==> config.mk <==
export PLATFORM = sky130hd
export DESIGN_NAME = key_debounce_long_press_repeat
export DESIGN_NICKNAME = d
export VERILOG_FILES = /design/src/rtl/kdlp_pkg.sv /design/src/rtl/kdlp_key_cell.sv /design/src/rtl/key_debounce_long_press_repeat.sv
export VERILOG_INCLUDE_DIRS = /design/src /design/src/rtl
export SDC_FILE = /design/constraint.sdc
export NUM_CORES = 1
export LEC_CHECK = 0
export BUFFER_PORTS_ARGS = -buffer_cell sky130_fd_sc_hd__buf_2
export CAP_MARGIN = 20
export CORE_ASPECT_RATIO = 1.4
export CORE_MARGIN = 3
export CORE_UTILIZATION = 40
export CTS_BUF_LIST = sky130_fd_sc_hd__clkbuf_2
export DETAILED_ROUTE_END_ITERATION = 12
export PLACE_DENSITY = 0.52
export SKIP_CTS_REPAIR_TIMING = 1
export SLEW_MARGIN = 20
export SYNTH_ARGS = -nofsm -noshare
export SYNTH_HDL_FRONTEND = slang
export SYNTH_SLANG_ARGS = --single-unit
==> constraint.sdc <==
create_clock -name clock -period 11.15 [get_ports clock]
set_clock_uncertainty 0.1 [all_clocks]
set_input_delay 0 -clock clock [delete_from_list [all_inputs] [get_ports clock]]
set_output_delay 0 -clock clock [all_outputs]
set_load 0.05 [all_outputs]
==> src/rtl/key_debounce_long_press_repeat_defines.svh <==
// ---------------------------------------------------------------------------
// Key debounce assertion macros
// Shared property macros; define NO_ASSERTIONS to drop them.
// ---------------------------------------------------------------------------
`ifndef KEY_DEBOUNCE_LONG_PRESS_REPEAT_DEFINES_SVH
`define KEY_DEBOUNCE_LONG_PRESS_REPEAT_DEFINES_SVH

`ifndef NO_ASSERTIONS
// same-cycle implication
`define KDLP_ASSERT_NOW(label, clk, rst, ante, cons) \
   label: assert property (@(posedge clk) disable iff (rst) (ante) |-> (cons)) \
      else $error("key debounce check failed");
// next-cycle implication
`define KDLP_ASSERT_NEXT(label, clk, rst, ante, cons) \
   label: assert property (@(posedge clk) disable iff (rst) (ante) |=> (cons)) \
      else $error("key debounce check failed");
`else
`define KDLP_ASSERT_NOW(label, clk, rst, ante, cons)
`define KDLP_ASSERT_NEXT(label, clk, rst, ante, cons)
`endif

`endif

==> src/rtl/kdlp_pkg.sv <==
// ---------------------------------------------------------------------------
// kdlp_pkg
// Types and constants of the key debounce / long press / repeat block.
// ---------------------------------------------------------------------------
`default_nettype none

package kdlp_pkg;

   localparam int LEVELS_W = 4;   // key_levels field width
   localparam int MASK_W   = 4;   // repeat_key_mask width
   localparam int EVENT_W  = 3;   // key_event width
   localparam int SAME_W   = 8;   // same-level counter / debounce_ticks
   localparam int HOLD_W   = 16;  // hold counter / long and repeat ticks
   localparam int CSR_IDX_W  = 2;
   localparam int CSR_DATA_W = 16;
   localparam int REQ_DATA_W = 8;
   localparam int RSP_DATA_W = 8;

   localparam logic [SAME_W-1:0] SAME_MAX = {SAME_W{1'b1}};
   localparam logic [HOLD_W-1:0] HOLD_MAX = {HOLD_W{1'b1}};

   localparam logic [SAME_W-1:0] DEBOUNCE_RESET   = 8'd5;
   localparam logic [HOLD_W-1:0] LONG_START_RESET = 16'd100;
   localparam logic [HOLD_W-1:0] REPEAT_RESET     = 16'd10;
   localparam logic [MASK_W-1:0] KEY_MASK_RESET   = 4'd3;

   typedef enum logic [CSR_IDX_W-1:0] {
      CSR_DEBOUNCE   = 2'd0,
      CSR_LONG_START = 2'd1,
      CSR_REPEAT     = 2'd2,
      CSR_KEY_MASK   = 2'd3
   } csr_index_type;

   typedef struct packed {
      logic [SAME_W-1:0] debounce_ticks;
      logic [HOLD_W-1:0] long_start_ticks;
      logic [HOLD_W-1:0] repeat_ticks;
   } timing_type;

   typedef struct packed {
      logic fire;       // key reports this tick
      logic settled;    // settled level, 1 released
      logic repeating;  // long-press mode
   } key_status_type;

endpackage

`default_nettype wire

==> src/rtl/kdlp_key_cell.sv <==
// ---------------------------------------------------------------------------
// kdlp_key_cell
// State and one-tick update of a single key: debounce, hold, repeat.
// ---------------------------------------------------------------------------
`default_nettype none

module kdlp_key_cell (
   input  wire logic                   clock,
   input  wire logic                   reset,
   input  wire logic                   step,
   input  wire logic                   level,
   input  wire logic                   can_rep,
   input  wire kdlp_pkg::timing_type     timing,
   output      kdlp_pkg::key_status_type status
);
   import kdlp_pkg::*;

   logic              sampled_ff, sampled_in;
   logic              settled_ff, settled_in;
   logic [SAME_W-1:0] same_ff, same_in;
   logic [HOLD_W-1:0] hold_ff, hold_in;
   logic              rep_ff, rep_in;
   logic              fire;

   logic [SAME_W-1:0] same_inc;
   logic [HOLD_W-1:0] hold_a, hold_b;
   logic              rep_a, settle;

   always_comb begin
      sampled_in = sampled_ff;
      settled_in = settled_ff;
      same_in    = same_ff;
      hold_in    = hold_ff;
      rep_in     = rep_ff;
      fire       = 1'b0;
      same_inc   = (same_ff == SAME_MAX) ? same_ff : same_ff + 1'b1;
      settle     = (same_inc == timing.debounce_ticks) && (level != settled_ff);
      hold_a     = settle ? '0 : hold_ff;
      rep_a      = settle ? 1'b0 : rep_ff;
      hold_b     = (hold_a == HOLD_MAX) ? hold_a : hold_a + 1'b1;

      if (level != sampled_ff) begin
         // sample change restarts both counters, mode kept
         sampled_in = level;
         same_in    = '0;
         hold_in    = '0;
      end else begin
         same_in = same_inc;
         hold_in = hold_a;
         rep_in  = rep_a;
         if (settle) begin
            settled_in = level;
            // short press on release, unless the press went long
            fire = level && !rep_ff;
         end
         if (!settled_in && (same_inc >= timing.debounce_ticks)) begin
            hold_in = hold_b;
            if (!rep_a) begin
               if (hold_b >= timing.long_start_ticks) begin
                  rep_in  = 1'b1;
                  hold_in = '0;
                  fire    = can_rep;
               end
            end else if (hold_b >= timing.repeat_ticks) begin
               hold_in = '0;
               fire    = can_rep;
            end
         end
      end
   end

   always_ff @(posedge clock) begin
      if (reset) begin
         sampled_ff <= 1'b1;
         settled_ff <= 1'b1;
         same_ff    <= '0;
         hold_ff    <= '0;
         rep_ff     <= 1'b0;
      end else if (step) begin
         sampled_ff <= sampled_in;
         settled_ff <= settled_in;
         same_ff    <= same_in;
         hold_ff    <= hold_in;
         rep_ff     <= rep_in;
      end
   end

   assign status.fire      = fire;
   assign status.settled   = settled_ff;
   assign status.repeating = rep_ff;

endmodule

`default_nettype wire

==> src/rtl/key_debounce_long_press_repeat.sv <==
// ---------------------------------------------------------------------------
// key_debounce_long_press_repeat
// Debounces active-low keys; reports short press, long press and repeat.
// ---------------------------------------------------------------------------
//  channel  dir  handshake            payload
//  req_     in   req_tvalid/tready    tdata: key_levels[3:0], repeat_enable[4]
//  rsp_     out  rsp_tvalid/tready    tdata: event_code[2:0]
//  csr_     in   csr_valid/ready      csr_index, csr_data (always ready)
//
//  One scan tick per clock while the result side keeps up. A tick is captured
//  in the input register, then all keys update in parallel and the event lands
//  in the result register, which drives rsp_tvalid. The per-key counter update
//  (8-bit increment/compare, then 16-bit increment/compare) sets the path.
//  With a result stalled, one more tick is held in the input register.
//  Synchronous reset: keys released, counters clear, configuration to defaults.
// ---------------------------------------------------------------------------
`default_nettype none

`include "key_debounce_long_press_repeat_defines.svh"

module key_debounce_long_press_repeat #(
   parameter int KEY_COUNT = 4
) (
   input  wire logic                                clock,
   input  wire logic                                reset,
   // tdata: key_levels[3:0], repeat_enable[4], zeros above
   input  wire logic                                req_tvalid,
   output      logic                                req_tready,
   input  wire logic [kdlp_pkg::REQ_DATA_W-1:0]     req_tdata,
   // tdata: event_code[2:0], zeros above
   output      logic                                rsp_tvalid,
   input  wire logic                                rsp_tready,
   output      logic [kdlp_pkg::RSP_DATA_W-1:0]     rsp_tdata,
   input  wire logic                                csr_valid,
   output      logic                                csr_ready,
   input  wire logic [kdlp_pkg::CSR_IDX_W-1:0]      csr_index,
   input  wire logic [kdlp_pkg::CSR_DATA_W-1:0]     csr_data
);
   import kdlp_pkg::*;

   // configuration
   timing_type        timing_ff;
   logic [MASK_W-1:0] key_mask_ff;

   // input register
   logic                in_valid_ff, in_valid_in;
   logic [LEVELS_W-1:0] levels_ff;
   logic                rep_en_ff;

   // result register
   logic               out_valid_ff, out_valid_in;
   logic [EVENT_W-1:0] event_ff, event_in;

   logic                 advance, req_take;
   logic [KEY_COUNT-1:0] fire_vec, settled_vec, rep_vec;

   // ---- configuration writes (block idle by contract) ----
   assign csr_ready = 1'b1;

   always_ff @(posedge clock) begin
      if (reset) begin
         timing_ff.debounce_ticks   <= DEBOUNCE_RESET;
         timing_ff.long_start_ticks <= LONG_START_RESET;
         timing_ff.repeat_ticks     <= REPEAT_RESET;
         key_mask_ff                <= KEY_MASK_RESET;
      end else if (csr_valid) begin
         unique case (csr_index_type'(csr_index))
            CSR_DEBOUNCE:   timing_ff.debounce_ticks   <= csr_data[SAME_W-1:0];
            CSR_LONG_START: timing_ff.long_start_ticks <= csr_data[HOLD_W-1:0];
            CSR_REPEAT:     timing_ff.repeat_ticks     <= csr_data[HOLD_W-1:0];
            CSR_KEY_MASK:   key_mask_ff                <= csr_data[MASK_W-1:0];
            default: ;
         endcase
      end
   end

   // ---- two-register pipeline control ----
   // the captured tick moves on when the result register is free or draining
   assign advance    = in_valid_ff && (!out_valid_ff || rsp_tready);
   assign req_tready = !in_valid_ff || advance;
   assign req_take   = req_tvalid && req_tready;

   always_comb begin
      in_valid_in = in_valid_ff;
      if (req_take) begin
         in_valid_in = 1'b1;
      end else if (advance) begin
         in_valid_in = 1'b0;
      end
      out_valid_in = out_valid_ff;
      if (advance) begin
         out_valid_in = 1'b1;
      end else if (rsp_tready) begin
         out_valid_in = 1'b0;
      end
   end

   always_ff @(posedge clock) begin
      if (reset) begin
         in_valid_ff  <= 1'b0;
         out_valid_ff <= 1'b0;
      end else begin
         in_valid_ff  <= in_valid_in;
         out_valid_ff <= out_valid_in;
      end
   end

   always_ff @(posedge clock) begin
      if (req_take) begin
         levels_ff <= req_tdata[LEVELS_W-1:0];
         rep_en_ff <= req_tdata[LEVELS_W];
      end
      if (advance) begin
         event_ff <= event_in;
      end
   end

   // ---- key cells; bits past the field widths read as zero ----
   for (genvar k = 0; k < KEY_COUNT; k++) begin : g_key
      logic           lvl, mask_bit;
      key_status_type stat;

      if (k < LEVELS_W) begin : g_lvl
         assign lvl = levels_ff[k];
      end else begin : g_lvl_none
         assign lvl = 1'b0;
      end
      if (k < MASK_W) begin : g_mask
         assign mask_bit = key_mask_ff[k];
      end else begin : g_mask_none
         assign mask_bit = 1'b0;
      end

      kdlp_key_cell u_cell (
         .clock   (clock),
         .reset   (reset),
         .step    (advance),
         .level   (lvl),
         .can_rep (rep_en_ff && mask_bit),
         .timing  (timing_ff),
         .status  (stat)
      );

      assign fire_vec[k]    = stat.fire;
      assign settled_vec[k] = stat.settled;
      assign rep_vec[k]     = stat.repeating;
   end

   // lowest key wins; a key whose code wraps to zero cannot claim the tick
   always_comb begin
      event_in = '0;
      for (int i = KEY_COUNT - 1; i >= 0; i--) begin
         if (fire_vec[i] && (EVENT_W'(i + 1) != '0)) begin
            event_in = EVENT_W'(i + 1);
         end
      end
   end

   assign rsp_tvalid = out_valid_ff;
   assign rsp_tdata  = {{(RSP_DATA_W - EVENT_W){1'b0}}, event_ff};

   // ---- checks ----
   // a held tick must not be overwritten while the result is stalled
   `KDLP_ASSERT_NOW(a_no_overrun, clock, reset,
      in_valid_ff && out_valid_ff && !rsp_tready, !req_tready)
   // long-press mode only exists on a settled-pressed key
   `KDLP_ASSERT_NOW(a_rep_pressed, clock, reset, 1'b1, (rep_vec & settled_vec) == '0)
   // an accepted tick is held or already passed on at the next edge
   `KDLP_ASSERT_NEXT(a_tick_held, clock, reset, req_take, in_valid_ff || out_valid_ff)

endmodule

`default_nettype wire

### Yosys cells after proc, flatten, opt, wreduce, memory -nomap -nowiden

Index checks and enable logic that the tools add are counted.

* input port bits: 31
* bits in registers: 162
* output and inout port bits: 11

* $lt $le $gt $ge: 12
* equal/unequal tests: 23
* bitwise operators: 4
* $add $sub $neg: 8
* muxes and demuxes: 91
* reductions and logical operators: 46

Operator list (count)
* two-way mux 16 bit: 28
* greater-or-equal comparator 16 bit: 8
* adder 16 x 1 -> 16 bit (second input constant): 4
* == test 16 bit (second input constant): 4
* two-way mux 8 bit: 8
* two-way mux 1 bit: 52
* adder 8 x 1 -> 8 bit (second input constant): 4
* == test 8 bit: 4
* == test 8 bit (second input constant): 4
* greater-or-equal comparator 8 bit: 4
* AND reduction 2 bit: 12
* logical AND 1 bit: 18
* logical NOT 1 bit: 10
* inequality test 1 bit: 8
* == test 2 bit (second input constant): 2
* two-way mux 2 bit: 2
* inverter 1 bit: 4
* nonzero test 2 bit: 2
* two-way mux 3 bit: 1
* OR reduction 3 bit: 1
* == test 2 x 1 -> 1 bit (second input constant): 1
* logical NOT 2 bit: 1
* logical OR 1 bit: 2

### Depth between registers and ports, before layout

* depth in word-level cells: 15
* mapped depth: 29

### Hierarchy

Synthesis repeated with hierarchy kept, for this count alone.

* cell total of the unflattened synthesis: 1756
* area total of the unflattened synthesis: 13907.1 um^2

By module, submodules not included
* kdlp_key_cell: area an instance 2911.5 um^2, sequential area each 540.5 um^2, instances 4, cells each 387
* key_debounce_long_press_repeat: area an instance 2260.9 um^2, sequential area each 1161.1 um^2, instances 1, cells each 208

### Worst setup path before layout

OpenSTA, ideal clock, no wires.

* path kind: register to register
* start point: register g_key[2].u_cell.same_ff[0]
* end point: register g_key[2].u_cell.hold_ff[10]
* setup time: 74 ps
* required time: 10976 ps
* setup slack: 5265 ps
* arrival time: 5710 ps
* stages on the path, launching flop included: 28
* period minus slack after synthesis: 5885 ps
* cells stage by stage: dfxtp_1 ha_1 and2_1 nand3_1 nand4_1 nor2_1 xor2_1 ha_1 nand4_1 or3_1 clkbuf_1 nand2_1 inv_1 ha_1 nand2_1 or2_2 o31ai_2 or4_1 clkbuf_1 xor2_1 ha_1 and3_1 a221oi_1 o2111ai_1 a31o_2 a311oi_2 or3b_1 a31oi_1

* longest elaborated chain between the ends: 12
* elaborated cells on any way between the ends: 22

Ends and longest elaborated chain
* from (decl): RTL line kdlp_key_cell.sv:20 `logic [SAME_W-1:0] same_ff, same_in;`
* from (signal assigned): RTL line kdlp_key_cell.sv:82 `same_ff <= same_in;`
* adder 8 x 1 -> 8 bit or == test 8 bit (tied branches): RTL line kdlp_key_cell.sv:36 `same_inc = (same_ff == SAME_MAX) ? same_ff : same_ff + 1'b1;`
* two-way mux 8 bit *: RTL line kdlp_key_cell.sv:36
* == test 8 bit: RTL line kdlp_key_cell.sv:37 `settle = (same_inc == timing.debounce_ticks) && (level != settled_ff);`
* logical AND 1 bit: RTL line kdlp_key_cell.sv:37
* two-way mux 16 bit: RTL line kdlp_key_cell.sv:38 `hold_a = settle ? '0 : hold_ff;`
* adder 16 x 1 -> 16 bit or == test 16 bit (tied branches): RTL line kdlp_key_cell.sv:40 `hold_b = (hold_a == HOLD_MAX) ? hold_a : hold_a + 1'b1;`
* two-way mux 16 bit: RTL line kdlp_key_cell.sv:40
* greater-or-equal comparator 16 bit, on equally long branches: RTL line kdlp_key_cell.sv:59, kdlp_key_cell.sv:64
* two-way mux 16 bit, on equally long branches: RTL line kdlp_key_cell.sv:59, kdlp_key_cell.sv:64
* two-way mux 16 bit: RTL line kdlp_key_cell.sv:58 `if (!rep_a) begin`
* two-way mux 16 bit *: RTL line kdlp_key_cell.sv:56 `if (!settled_in && (same_inc >= timing.debounce_ticks)) begin`
* two-way mux 16 bit *: RTL line kdlp_key_cell.sv:42 `if (level != sampled_ff) begin`
* to (signal assigned): RTL line kdlp_key_cell.sv:83 `hold_ff <= hold_in;`
* to (decl): RTL line kdlp_key_cell.sv:21 `logic [HOLD_W-1:0] hold_ff, hold_in;`

Mark *: on every way between the ends. The rest lies on a longest branch, timed or not. The select of a mux whose other input is x is not followed.
A chain may end at the register's enable or synchronous reset.

### Final worst setup path

* start point: register g_key[2].u_cell.same_ff[0]
* end point: register g_key[2].u_cell.hold_ff[5]

Same word-level chain as after synthesis.

==> impl_metrics.py <==
metrics = {
    "clock_network": {
        "numCtsBuffers": 17,
        "cts_sinks": 162,
        "clockRootBuffer": "clkbuf_2",
        "clk_latency_ns": 0.84,
        "clkTransAtPathRegs_ns": 0.26,
        "htree_levels": 4,
        "cts_tree": "built",
        "clockBufferDepth": 2,
    },
    "power": {
        "seqPwrFrac_pct": 53.7,
        "p_total_mw": 1.13,
        "p_sw_uw": 346,
        "power.density_mw_per_mm2": 81.4,
        "power_frac_comb_pct": 13.7,
        "power_leakage_nw": 5.52,
        "internal-power_uw": 781,
        "clkPwrFrac_pct": 32.6,
        "swShare_pct": 30.7,
        "ir_drop_mv": 0.0807,
    },
    "logic_synthesis": {
        "ys_seq_area_share_pct": 26.5,
        "synth.distinct_cells": 92,
        "syn-cell-area_mm2": 0.0125,
        "synth.ff_latch_count": 162,
        "synth.avg_cell_area_um2": 8.14,
        "async_flop_share_pct": 0,
        "synth_edf_count": 8,
        "ys_warn_count": 0,
        "synth_ff_type": "dfxtp_1",
        "netlist_instances": 1539,
    },
    "worst_setup_path": {
        "crit_path_start_kind": "flip-flop",
        "cp_data_required_time_ns": 11.85,
        "cp_num_buf_inv": 1,
        "crit_fanout": 19,
        "end_kind": "flip-flop",
        "path_class": "reg -> reg",
        "critical_path_arrival_ns": 8.25,
        "slowest_stage": "a311oi_2",
        "r2r_cells": 26,
        "path_depth": 26,
        "max_stage_delay_ns": 0.90,
        "cpMostUsedCell": "ha_1",
        "cp_top_family": "simple AND/OR/NAND/NOR gates",
    },
    "floorplan": {
        "io_pins": 42,
        "fp.dieW_um": 156,
        "die_h_um": 215,
        "coreArea_mm2": 0.0308,
        "start_util_pct": 40.6,
        "num_rows": 76,
        "die_area_mm2": 0.0335,
    },
    "routing": {
        "detail-route-antenna-nets": 0,
        "vias": 11657,
        "drtIter0Drc": 563,
        "drc": 0,
        "routed_wl_mm": 39.2,
        "drt_pre_antenna_iters": 5,
        "wl_per_cell_um": 19.6,
        "via_per_inst": 5.83,
    },
    "layout": {
        "nNetsFinal": 1796,
        "final_area_mm2": 0.0138,
        "drive_above_1_share_pct": 7.45,
        "postLayoutCoreUtil_pct": 44.9,
        "final_cells": 2001,
        "synthToLayoutAreaGrowth_pct": 10.5,
    },
    "global_routing": {
        "track_usage_pct": 23.0,
        "grt_pass1_wl_mm": 60.7,
        "grt_max_degree": 75,
        "grt.overflow.total": 0,
        "busiest_layer": "met2",
        "grtUsageMet2_pct": 40.9,
        "grt_use_met3_pct": 3.30,
        "grt_pass1_vias": 10889,
        "antenna_found_initial": 1,
        "globalRouteMet1Util_pct": 28.3,
    },
    "sta": {
        "period_share_pct": 67.7,
        "final_max_slew_viol_count": 0,
        "post-route-min-period_ns": 7.55,
        "holdWs_ns": 0.106,
        "relSlewSlack_pct": 31.4,
        "hold_viol": 0,
        "setup_tns_ns": 0,
        "setup_violations": 0,
        "fmax_ghz": 0.132,
        "worst_slew_pin_slew_ns": 1.02,
        "rsz0062_at_grt": "no",
        "fin_ws_ns": 3.60,
    },
    "run": {
        "drv_cap": 0,
    },
    "place": {
        "gp_congestion": 0.884,
        "post-place-ws_ns": 3.63,
        "place_area_mm2": 0.0130,
        "dp.cells": 1905,
        "dpl.hpwl_mm": 28.7,
        "portBuffers": 32,
    },
    "worst_hold_path": {
        "whs_path_depth": 3,
        "hold_path.class": "in -> reg",
    },
    "run_status": {
        "status": "completed",
    },
}
[placed cells by master, fill, tap and decap left out, drive strengths merged, types with 12 or more instances in the layout]
cell,netlist,final
a31oi,16,16
nor2,158,158
a22o,22,22
clkbuf,43,21
nand2,167,167
inv,60,63
nand4,51,51
nor4,12,12
o21ai,49,49
o211ai,15,15
buf,29,44
and3,24,24
dfxtp,154,154
or3,15,15
a22oi,31,31
and2,16,16
a21oi,104,104
mux2i,14,14
nand3,58,58
ha,168,168
dlygate4sd3,0,63
xor2,26,26
xnor2,54,54
a21o,14,14
nor3,27,27
[cell type report]
cell class              count  area [um^2]
well taps                 390          488
inverters                  60          225
repair buffers            107          883
diodes                      1         2.50
multi-input cells        1249         8660
flip-flops and latches    162         3320
clock inverters            11          153
clock buffers              21          105
fillers                  3179        17000
[worst min-delay path, stage by stage]
cell	delay, ns
dlygate4sd3_1	0.54
buf_4	0.31
nor2_1	0.16
[cell usage after synthesis (13+ instances only)]
cell type  instances  area share (%)
or3_1             13            0.65
and3_1            24             1.2
nor3_1            26             1.0
xor2_1            24             1.7
nor2_1           158             4.7
inv_1             60             1.8
nand2_1          166             5.0
nand4_1           50             2.5
clkbuf_1          42             1.3
xnor2_1           54             3.8
a21oi_1          103             4.1
o21ai_0           47             1.9
dfxtp_1          154              25
a22o_1            22             1.5
a31oi_1           16            0.80
a22oi_1           31             1.9
o211ai_1          15            0.90
and2_1            15            0.75
ha_1             168              17
nand3_1           57             2.3
a21o_1            14            0.84
mux2i_1           14             1.1
[path summary, 6_finish.rpt]
kind	from	to	slack, ns
worst min-delay path	reset	key_mask_ff[3]	0.11
worst max-delay path	g_key[2].u_cell.same_ff[0]	g_key[2].u_cell.hold_ff[5]	3.60
worst min register to register	timing_ff[5]	timing_ff[5]	0.37
worst max register to register	g_key[2].u_cell.same_ff[0]	g_key[2].u_cell.hold_ff[5]	3.60
[power by group through the flow]
stage,clock (mW),combinational (mW),sequential [mW]
floorplan,0,0.0932,0.614
global placement,0,0.135,0.616
detailed placement,0,0.137,0.616
CTS,0.383,0.138,0.605
global route,0.408,0.171,0.607
finish,0.367,0.155,0.605
[sequential cells by signal, indices dropped and copies added, names as in the netlist]
register	flops
g_key.u_cell.sampled_ff	4
rsp_tvalid	1
rep_en_ff	1
levels_ff	4
g_key.u_cell.rep_ff	4
timing_ff	40
g_key.u_cell.hold_ff	64
key_mask_ff	4
g_key.u_cell.same_ff	32
in_valid_ff	1
g_key.u_cell.settled_ff	4
event_ff	3
[cells by family (layout without fill, tap and decap cells)]
| group | Yosys count | count (layout) | synth area share (%) |
|---|---|---|---|
| other cells | 2 | 7 | 0.0600 |
| buf+inv | 132 | 199 | 4.47 |
| mux | 21 | 21 | 1.75 |
| compound gates | 372 | 372 | 20.8 |
| flops | 162 | 162 | 26.5 |
| xor+xnor | 80 | 80 | 5.71 |
| simple gates | 602 | 602 | 23.9 |
| fa+ha+maj | 168 | 168 | 16.8 |
[layer usage]
| metal | routed length, um | vias to the layer above |
|---|---|---|
| met3 | 1270 | 50 |
| li1 | - | 5816 |
| met4 | 1180 | 0 |
| met5 | 0 | - |
| met2 | 19900 | 229 |
| met1 | 16800 | 5562 |
No activity file was read; power rests on OpenSTA's default activity.
